[src/design/dssm_pkg.sv]
// Package for the dual-stack shared-memory core.
// Holds the sizes, the operation and status codes, and the controller command type.
// No dependencies.
package dssm_pkg;

    localparam int DEPTH   = 128;
    localparam int ADDR_W  = $clog2(DEPTH);
    localparam int CNT_W   = $clog2(DEPTH + 1);
    localparam int DATA_W  = 32;
    localparam int CAP_W   = 8;
    localparam int CMP_W   = (CAP_W > CNT_W) ? CAP_W : CNT_W;
    localparam logic [CAP_W-1:0] CAP_RESET = CAP_W'(128);

    localparam logic [1:0] MODE_PUSH = 2'd0;
    localparam logic [1:0] MODE_POP  = 2'd1;
    localparam logic [1:0] MODE_PEEK = 2'd2;

    localparam logic [1:0] ST_OK    = 2'd0;
    localparam logic [1:0] ST_FULL  = 2'd1;
    localparam logic [1:0] ST_EMPTY = 2'd2;

    typedef struct packed {
        logic exec;      // transaction accepted: update counts, start store access
        logic load_out;  // move finished result into output register
    } ctrl_cmd_t;

endpackage

[src/design/dssm_if.sv]
// Channel interfaces of the dual-stack shared-memory core.
// Depends on dssm_pkg for the field widths.
interface dssm_in_if;
    import dssm_pkg::*;
    logic                     valid;
    logic                     ready;
    logic [1:0]               mode;
    logic                     stack_select;
    logic signed [DATA_W-1:0] item_value;

    modport source (output valid, output mode, output stack_select, output item_value,
                    input ready);
    modport sink (input valid, input mode, input stack_select, input item_value,
                  output ready);
endinterface

interface dssm_out_if;
    import dssm_pkg::*;
    logic                     valid;
    logic                     ready;
    logic signed [DATA_W-1:0] data_out;
    logic [1:0]               status;

    modport source (output valid, output data_out, output status, input ready);
    modport sink (input valid, input data_out, input status, output ready);
endinterface

[src/design/dssm_ram.sv]
// Generic simple dual-port RAM: one write port, one read port, registered read data.
// No dependencies.
module dssm_ram #(
    parameter int WIDTH = 32,
    parameter int DEPTH = 128
) (
    input  logic                     clk,
    input  logic                     we,
    input  logic [$clog2(DEPTH)-1:0] waddr,
    input  logic [WIDTH-1:0]         wdata,
    input  logic                     re,
    input  logic [$clog2(DEPTH)-1:0] raddr,
    output logic [WIDTH-1:0]         rdata
);

    logic [WIDTH-1:0] mem [DEPTH];
    logic [WIDTH-1:0] rdata_reg;

    always_ff @(posedge clk)
    begin
        if (we)
        begin
            mem[waddr] <= wdata;
        end
        if (re)
        begin
            rdata_reg <= mem[raddr];
        end
    end

    assign rdata = rdata_reg;

endmodule

[src/design/dssm_ctrl.sv]
// Controller of the dual-stack shared-memory core: handshakes and sequencing.
// Depends on dssm_pkg.
module dssm_ctrl
    import dssm_pkg::*;
(
    input  logic      clk,
    input  logic      rst_n,
    input  logic      in_valid,
    output logic      in_ready,
    output logic      out_valid,
    input  logic      out_ready,
    output ctrl_cmd_t cmd
);

    typedef enum logic [1:0] {
        S_IDLE   = 2'b01,
        S_FINISH = 2'b10
    } state_t;

    state_t state_reg, state_next;
    logic   out_valid_reg, out_valid_next;

    always_comb
    begin
        in_ready     = (state_reg == S_IDLE);
        cmd.exec     = in_valid && in_ready;
        cmd.load_out = (state_reg == S_FINISH) && (!out_valid_reg || out_ready);
    end

    always_comb
    begin
        state_next = state_reg;
        case (state_reg)
            S_IDLE:
            begin
                if (cmd.exec)
                begin
                    state_next = S_FINISH;
                end
            end
            S_FINISH:
            begin
                if (cmd.load_out)
                begin
                    state_next = S_IDLE;
                end
            end
            default:
            begin
                state_next = S_IDLE;
            end
        endcase
    end

    always_comb
    begin
        out_valid_next = out_valid_reg;
        if (cmd.load_out)
        begin
            out_valid_next = 1'b1;
        end
        else if (out_ready)
        begin
            out_valid_next = 1'b0;
        end
    end

    always_ff @(posedge clk or negedge rst_n)
    begin
        if (!rst_n)
        begin
            state_reg     <= S_IDLE;
            out_valid_reg <= 1'b0;
        end
        else
        begin
            state_reg     <= state_next;
            out_valid_reg <= out_valid_next;
        end
    end

    assign out_valid = out_valid_reg;

    a_exec_to_finish: assert property (@(posedge clk) disable iff (!rst_n)
        cmd.exec |=> (state_reg == S_FINISH))
        else $error("accepted transaction did not move to finish");

    a_finish_waits: assert property (@(posedge clk) disable iff (!rst_n)
        (state_reg == S_FINISH && out_valid_reg && !out_ready) |=> (state_reg == S_FINISH))
        else $error("result dropped while output register was occupied");

    a_load_sets_valid: assert property (@(posedge clk) disable iff (!rst_n)
        cmd.load_out |=> out_valid_reg)
        else $error("loaded result not presented");

endmodule

[src/design/dssm_dp.sv]
// Datapath of the dual-stack shared-memory core: counts, capacity, store, output register.
// Depends on dssm_pkg and dssm_ram.
module dssm_dp
    import dssm_pkg::*;
(
    input  logic                     clk,
    input  logic                     rst_n,
    input  ctrl_cmd_t                cmd,
    input  logic                     cfg_we,
    input  logic [CAP_W-1:0]         cfg_wdata,
    input  logic [1:0]               mode,
    input  logic                     stack_select,
    input  logic signed [DATA_W-1:0] item_value,
    output logic signed [DATA_W-1:0] data_out,
    output logic [1:0]               status
);

    logic [CAP_W-1:0]  capacity_reg;
    logic [CNT_W-1:0]  count_low_reg, count_low_next;
    logic [CNT_W-1:0]  count_high_reg, count_high_next;
    logic [1:0]        res_status_reg, res_status_next;
    logic              res_read_reg, res_read_next;
    logic [DATA_W-1:0] data_out_reg;
    logic [1:0]        status_out_reg;

    logic [CMP_W-1:0]  cap_wide;
    logic [CNT_W-1:0]  eff_cap;
    logic [CNT_W:0]    used;
    logic              full;
    logic [CNT_W-1:0]  sel_count;
    logic [CNT_W:0]    high_top;
    logic [CNT_W-1:0]  high_push;
    logic              ram_we, ram_re;
    logic [ADDR_W-1:0] ram_waddr, ram_raddr;
    logic [DATA_W-1:0] ram_rdata;

    always_comb
    begin
        cap_wide  = CMP_W'(capacity_reg);
        eff_cap   = (cap_wide > CMP_W'(DEPTH)) ? CNT_W'(DEPTH) : CNT_W'(cap_wide);
        used      = {1'b0, count_low_reg} + {1'b0, count_high_reg};
        full      = (used >= {1'b0, eff_cap});
        sel_count = stack_select ? count_high_reg : count_low_reg;
        high_push = eff_cap - CNT_W'(1) - count_high_reg;
        // top of the downward stack, wrapped into the store
        high_top  = {1'b0, eff_cap} - {1'b0, count_high_reg};
        if (high_top[CNT_W])
        begin
            high_top = high_top + (CNT_W + 1)'(DEPTH);
        end
        else if (high_top >= (CNT_W + 1)'(DEPTH))
        begin
            high_top = high_top - (CNT_W + 1)'(DEPTH);
        end
    end

    always_comb
    begin
        count_low_next  = count_low_reg;
        count_high_next = count_high_reg;
        res_status_next = res_status_reg;
        res_read_next   = res_read_reg;
        ram_we          = 1'b0;
        ram_re          = 1'b0;
        ram_waddr       = stack_select ? ADDR_W'(high_push) : ADDR_W'(count_low_reg);
        ram_raddr       = stack_select ? ADDR_W'(high_top)
                                       : ADDR_W'(count_low_reg - CNT_W'(1));
        if (cmd.exec)
        begin
            res_status_next = ST_OK;
            res_read_next   = 1'b0;
            case (mode)
                MODE_PUSH:
                begin
                    if (full)
                    begin
                        res_status_next = ST_FULL;
                    end
                    else
                    begin
                        ram_we = 1'b1;
                        if (stack_select)
                        begin
                            count_high_next = count_high_reg + CNT_W'(1);
                        end
                        else
                        begin
                            count_low_next = count_low_reg + CNT_W'(1);
                        end
                    end
                end
                MODE_POP, MODE_PEEK:
                begin
                    if (sel_count == '0)
                    begin
                        res_status_next = ST_EMPTY;
                    end
                    else
                    begin
                        ram_re        = 1'b1;
                        res_read_next = 1'b1;
                        if (mode == MODE_POP)
                        begin
                            if (stack_select)
                            begin
                                count_high_next = count_high_reg - CNT_W'(1);
                            end
                            else
                            begin
                                count_low_next = count_low_reg - CNT_W'(1);
                            end
                        end
                    end
                end
                default:
                begin
                    res_status_next = ST_OK;
                end
            endcase
        end
    end

    always_ff @(posedge clk or negedge rst_n)
    begin
        if (!rst_n)
        begin
            capacity_reg   <= CAP_RESET;
            count_low_reg  <= '0;
            count_high_reg <= '0;
        end
        else
        begin
            if (cfg_we)
            begin
                capacity_reg <= cfg_wdata;
            end
            count_low_reg  <= count_low_next;
            count_high_reg <= count_high_next;
        end
    end

    always_ff @(posedge clk)
    begin
        res_status_reg <= res_status_next;
        res_read_reg   <= res_read_next;
        if (cmd.load_out)
        begin
            data_out_reg   <= res_read_reg ? ram_rdata : '0;
            status_out_reg <= res_status_reg;
        end
    end

    dssm_ram #(
        .WIDTH (DATA_W),
        .DEPTH (DEPTH)
    ) u_store (
        .clk   (clk),
        .we    (ram_we),
        .waddr (ram_waddr),
        .wdata (item_value),
        .re    (ram_re),
        .raddr (ram_raddr),
        .rdata (ram_rdata)
    );

    assign data_out = data_out_reg;
    assign status   = status_out_reg;

    a_counts_fit: assert property (@(posedge clk) disable iff (!rst_n)
        ({1'b0, count_low_reg} + {1'b0, count_high_reg}) <= (CNT_W + 1)'(DEPTH))
        else $error("stack counts exceed store depth");

endmodule

[src/design/dual_stack_shared_memory_core.sv]
// Dual-stack shared-memory core: two LIFO stacks in one 128-entry store.
// Stack 0 grows up from entry 0, stack 1 grows down from entry capacity-1.
// Channels: in_ch (sink) takes mode (0 push, 1 pop, 2 peek), stack_select and
// item_value; out_ch (source) returns data_out and status (0 ok, 1 full, 2 empty).
// Both are valid/ready; a transaction moves at a clock edge with valid and ready high.
// Capacity is set through cfg_we/cfg_wdata, by the user only while both stacks are
// empty; the block itself does not enforce this. Every transaction gives exactly one
// result, with data_out zero unless a pop or peek succeeds. Capacity values above the
// store depth act as the depth. A result waits for the registered read port of the
// store, then moves into the output register when that register is empty or its
// result is taken. No new transaction is taken before that move. A new transaction
// is taken while the previous result still sits in the output register; if that
// result is not taken, the next one waits and in_ch.ready stays low.
// Reset (rst_n, asynchronous, active low) empties both stacks and sets capacity to
// 128; store contents are not cleared and no clearing pass runs.
// Depends on dssm_pkg, dssm_if, dssm_ctrl, dssm_dp, dssm_ram.
module dual_stack_shared_memory_core
    import dssm_pkg::*;
(
    input  logic             clk,
    input  logic             rst_n,
    dssm_in_if.sink          in_ch,
    dssm_out_if.source       out_ch,
    input  logic             cfg_we,
    input  logic [CAP_W-1:0] cfg_wdata
);

    ctrl_cmd_t cmd;

    dssm_ctrl u_ctrl (
        .clk       (clk),
        .rst_n     (rst_n),
        .in_valid  (in_ch.valid),
        .in_ready  (in_ch.ready),
        .out_valid (out_ch.valid),
        .out_ready (out_ch.ready),
        .cmd       (cmd)
    );

    dssm_dp u_dp (
        .clk          (clk),
        .rst_n        (rst_n),
        .cmd          (cmd),
        .cfg_we       (cfg_we),
        .cfg_wdata    (cfg_wdata),
        .mode         (in_ch.mode),
        .stack_select (in_ch.stack_select),
        .item_value   (in_ch.item_value),
        .data_out     (out_ch.data_out),
        .status       (out_ch.status)
    );

endmodule

[src/flat_wrapper.sv]
// flat-port wrapper written by rule: the top's interface ports become plain ports
module dual_stack_shared_memory_core_flat import dssm_pkg::*;
  (clk, rst_n, cfg_we, cfg_wdata, in_ch_valid, in_ch_mode, in_ch_stack_select, in_ch_item_value, in_ch_ready, out_ch_valid, out_ch_data_out, out_ch_status, out_ch_ready);
  dssm_in_if in_ch_i ();
  dssm_out_if out_ch_i ();
  input  logic clk;
  input  logic rst_n;
  input  logic cfg_we;
  input  logic [CAP_W-1:0] cfg_wdata;
  input wire logic [$bits(in_ch_i.valid)-1:0] in_ch_valid;
  input wire logic [$bits(in_ch_i.mode)-1:0] in_ch_mode;
  input wire logic [$bits(in_ch_i.stack_select)-1:0] in_ch_stack_select;
  input wire logic [$bits(in_ch_i.item_value)-1:0] in_ch_item_value;
  output wire logic [$bits(in_ch_i.ready)-1:0] in_ch_ready;
  output wire logic [$bits(out_ch_i.valid)-1:0] out_ch_valid;
  output wire logic [$bits(out_ch_i.data_out)-1:0] out_ch_data_out;
  output wire logic [$bits(out_ch_i.status)-1:0] out_ch_status;
  input wire logic [$bits(out_ch_i.ready)-1:0] out_ch_ready;
  assign in_ch_i.valid = in_ch_valid;
  assign in_ch_i.mode = in_ch_mode;
  assign in_ch_i.stack_select = in_ch_stack_select;
  assign in_ch_i.item_value = in_ch_item_value;
  assign in_ch_ready = in_ch_i.ready;
  assign out_ch_valid = out_ch_i.valid;
  assign out_ch_data_out = out_ch_i.data_out;
  assign out_ch_status = out_ch_i.status;
  assign out_ch_i.ready = out_ch_ready;
  dual_stack_shared_memory_core u_core (.clk(clk), .rst_n(rst_n), .in_ch(in_ch_i), .out_ch(out_ch_i), .cfg_we(cfg_we), .cfg_wdata(cfg_wdata));
endmodule
[config.mk]
export PLATFORM = sky130hd
export DESIGN_NAME = dual_stack_shared_memory_core_flat
export DESIGN_NICKNAME = d
export VERILOG_FILES = /design/src/design/dssm_pkg.sv /design/src/design/dssm_if.sv /design/src/design/dssm_ram.sv /design/src/design/dssm_ctrl.sv /design/src/design/dssm_dp.sv /design/src/design/dual_stack_shared_memory_core.sv /design/src/flat_wrapper.sv
export SDC_FILE = /design/constraint.sdc
export NUM_CORES = 2
export LEC_CHECK = 0
export BUFFER_PORTS_ARGS = -buffer_cell sky130_fd_sc_hd__buf_4
export CAP_MARGIN = 25
export CORE_MARGIN = 1.5
export CORE_UTILIZATION = 50
export DETAILED_ROUTE_END_ITERATION = 16
export PLACE_DENSITY = 0.62
export SLEW_MARGIN = 40
export SYNTH_ARGS = -nofsm -noshare
export SYNTH_HDL_FRONTEND = slang
export SYNTH_HIERARCHICAL = 1
export SYNTH_SLANG_ARGS = --single-unit
[constraint.sdc]
create_clock -name clk -period 8.8 [get_ports clk]
set_clock_uncertainty 0.05 [all_clocks]
set_input_delay 0 -clock clk [delete_from_list [all_inputs] [get_ports clk]]
set_output_delay 0 -clock clk [all_outputs]
set_load 0.02 [all_outputs]
==> flow_summary.ini <==
[power]
combinationalPowerShare_pct = 37.0
p_per_area_mw_per_mm2 = 342
switchingPower_mw = 21.0
p_int_mw = 42.4
clock_power_share_pct = 27.7
total_power_mw = 63.4
switching_share_pct = 33.1
power_leakage_nw = 57.1
p_seq_share_pct = 35.3
peakVddDrop_v = 0.000521

[timing]
fin_crit_ns = 6.59
fin_crit_sh_pct = 74.9
max_freq_mhz = 152
rsz0062_at_grt = no
slew_violations = 0
hold_viol_final = 0
fin_hold_ws_ns = 0.0270
slew_headroom_pct = 36.0
final-setup-viol-count = 0
fin_ws_ns = 2.21
tightestPinTransition_ns = 0.960
tns_ns = 0

[clock_tree]
cts_hold_buffers = 74
clk_pin_slew_ns = 0.06
post_cts_resized = 0
h-tree-depth = 5
clockBufferDepth = 4
clkLatencyLatePin_ns = 0.95
postCtsSetupRepairBufs = 0
clock-sinks = 4192
tritoncts = yes
cts_root_buffer = clkbuf_16
numCtsBuffers = 421

[logic_synthesis]
ys_seq_area_share_pct = 78.3
yosysWarnings = 6
synth_edf_count = 4165
netlist_area_mm2 = 0.161
synth-main-ff-cell = edfxtp_1
ys_types = 53
syn_avg_cell_area_um2 = 25.3
synth_common_cells = edfxtp_1, mux4_2, clkbuf_1
synth_cells = 6360
synth_top_area_share_pct = 77.8
synth_area_leaders = edfxtp_1, mux4_2, clkbuf_1, dfrtp_1, nor2_1
synth_top_cell_by_area = edfxtp_1
post-synth-top-count-cell = edfxtp_1
syn_nets = 6446
ys_ff_latch = 4192
ys_async_sr_fraction_pct = 0.644

[layout]
fin_area_mm2 = 0.185
largest_reg_flops = 4096
drive_gt1_share_pct = 34.7
syn_to_final_growth_pct = 15.3
utilization_pct = 58.1
nFillCells = 22274
final_nets = 7010
fin_cells = 11578

[worst_setup_path]
critPathLaunchType = flop
worstPathMaxFanout = 19
worstPathRequired_ns = 9.39
cp_data_arrival_time_ns = 7.18
critPathKind = flop to flop
worstSetupEndpointType = flop

[floorplanning]
initial_core_util_pct = 50.4
die_area_mm2 = 0.325
ios = 84
die_w_um = 570
die_y_um = 570
coreArea_mm2 = 0.319
rows = 207

[placed_design]
post-dp-hpwl_um = 238000
place_congestion = 0.858
dp_cells = 10694
place_area_mm2 = 0.171
place_ws_ns = 2.46
port_buffers = 83

[route]
drc = 0
wl_per_cell_um = 33.6
routed_wl_um = 388000
ant_nets = 0
vias_per_cell = 6.28
first_pass_iters = 5
vias = 72735
drt_first_iter_violations = 9771

[grt]
grt_max_degree = 123
grt_pass1_vias = 72468
grt_pass1_wl_um = 552000
grt_overflow = 0
antenna_found_initial = 33
grt_use_total_pct = 24.0

[hold_path]
hp-class = input port to flop

[run_status]
status = complete, no violations

[run]
cap_violations = 0
-- per-layer routing --
layer	global-route usage, %	wire length (µm)
met5	0	26
met4	5.83	8340
met3	3.74	35000
met2	36.2	182000
met1	37.3	163000
-- critical path, stage by stage, from the launching register on --
cell	delay [ns]
dfrtp_1	0.62
ha_1	0.32
a21o_1	0.18
a21oi_1	0.24
nor2b_1	0.08
o21a_1	0.20
o41a_1	0.32
xor2_1	0.15
ha_1	0.32
nand4_1	0.11
o21ai_0	0.08
a31o_2	0.26
nor3_4	0.64
nor2b_1	0.60
nand3_2	0.59
buf_4	0.47
nor2_4	0.67
buf_4	0.31
-- worst paths after layout --
path / endpoint / startpoint / slack, ns / depth (start not counted)
setup / recovery: u_core/u_dp/u_store/mem[38][28] / u_core/u_dp/count_high_reg[1] / 2.21 / 17
hold / removal: u_core/u_dp/u_store/mem[103][24] / in_ch_item_value[24] / 0.03 / 2
setup reg to reg: u_core/u_dp/u_store/mem[38][28] / u_core/u_dp/count_high_reg[1] / 2.21 / 17
hold reg to reg: u_core/u_dp/status[0] / u_core/u_dp/res_status_reg[0] / 0.37 / 0
max in group asynchronous: u_core/u_dp/cap_wide[7] / rst_n / 7.84 / 5
min in group asynchronous: u_core/u_dp/count_high_reg[5] / rst_n / 0.62 / 5
-- area by class of cell --
type	count	area [µm²]	share of cell area (%)
diodes	20	50.0	0.0270
clock buffers	533	11100	6.01
clock inverters	240	2390	1.29
inverters	24	103	0.0554
multi-input cells	1815	34600	18.7
flip-flops and latches	4192	126000	67.9
well taps	4284	5360	2.89
repair buffers	470	5900	3.19
-- logic make-up after synthesis --
kind of cell	share of synthesized area [%]
AOI/OAI and AO/OA	0.250
xor gates and xnor gates	0.196
adders and majority gates	0.315
buffers and inverters	0.906
DFF	78.3
muxes	19.2
and+or+nand+nor	0.832
-- power groups by stage --
| stage | Combinational [mW] | Clock [mW] | Sequential, mW |
|---|---|---|---|
| after global placement | 23.1 | 0 | 22.8 |
| after floorplan | 13.8 | 0 | 22.8 |
| after CTS | 23.3 | 17.9 | 22.4 |
| after global routing | 24.1 | 18.6 | 22.4 |
| final | 23.4 | 17.5 | 22.4 |
| after detailed placement | 23.2 | 0 | 22.8 |
-- cell usage in the layout (no fill, tap or decap), types with 9 or more instances in the layout --
| cell type | n |
|---|---|
| nor2b_1 | 10 |
| inv_1 | 22 |
| xnor2_1 | 30 |
| clkbuf_16 | 428 |
| bufinv_16 | 40 |
| dfrtp_1 | 25 |
| nor3_2 | 9 |
| mux4_2 | 1344 |
| mux2_2 | 45 |
| buf_6 | 21 |
| nand2_1 | 32 |
| buf_16 | 56 |
| nand4_1 | 14 |
| nor2_4 | 119 |
| diode_2 | 20 |
| buf_8 | 63 |
| ha_1 | 33 |
| clkinv_2 | 69 |
| o21ai_0 | 10 |
| and2_1 | 33 |
| dlygate4sd3_1 | 77 |
| clkinv_1 | 100 |
| edfxtp_1 | 4165 |
| nand3_1 | 10 |
| clkinvlp_4 | 10 |
| buf_12 | 41 |
| clkbuf_1 | 102 |
| nor2_1 | 19 |
| buf_4 | 211 |
| a21oi_1 | 9 |
Note: power is estimated with default switching activity, not from simulation.
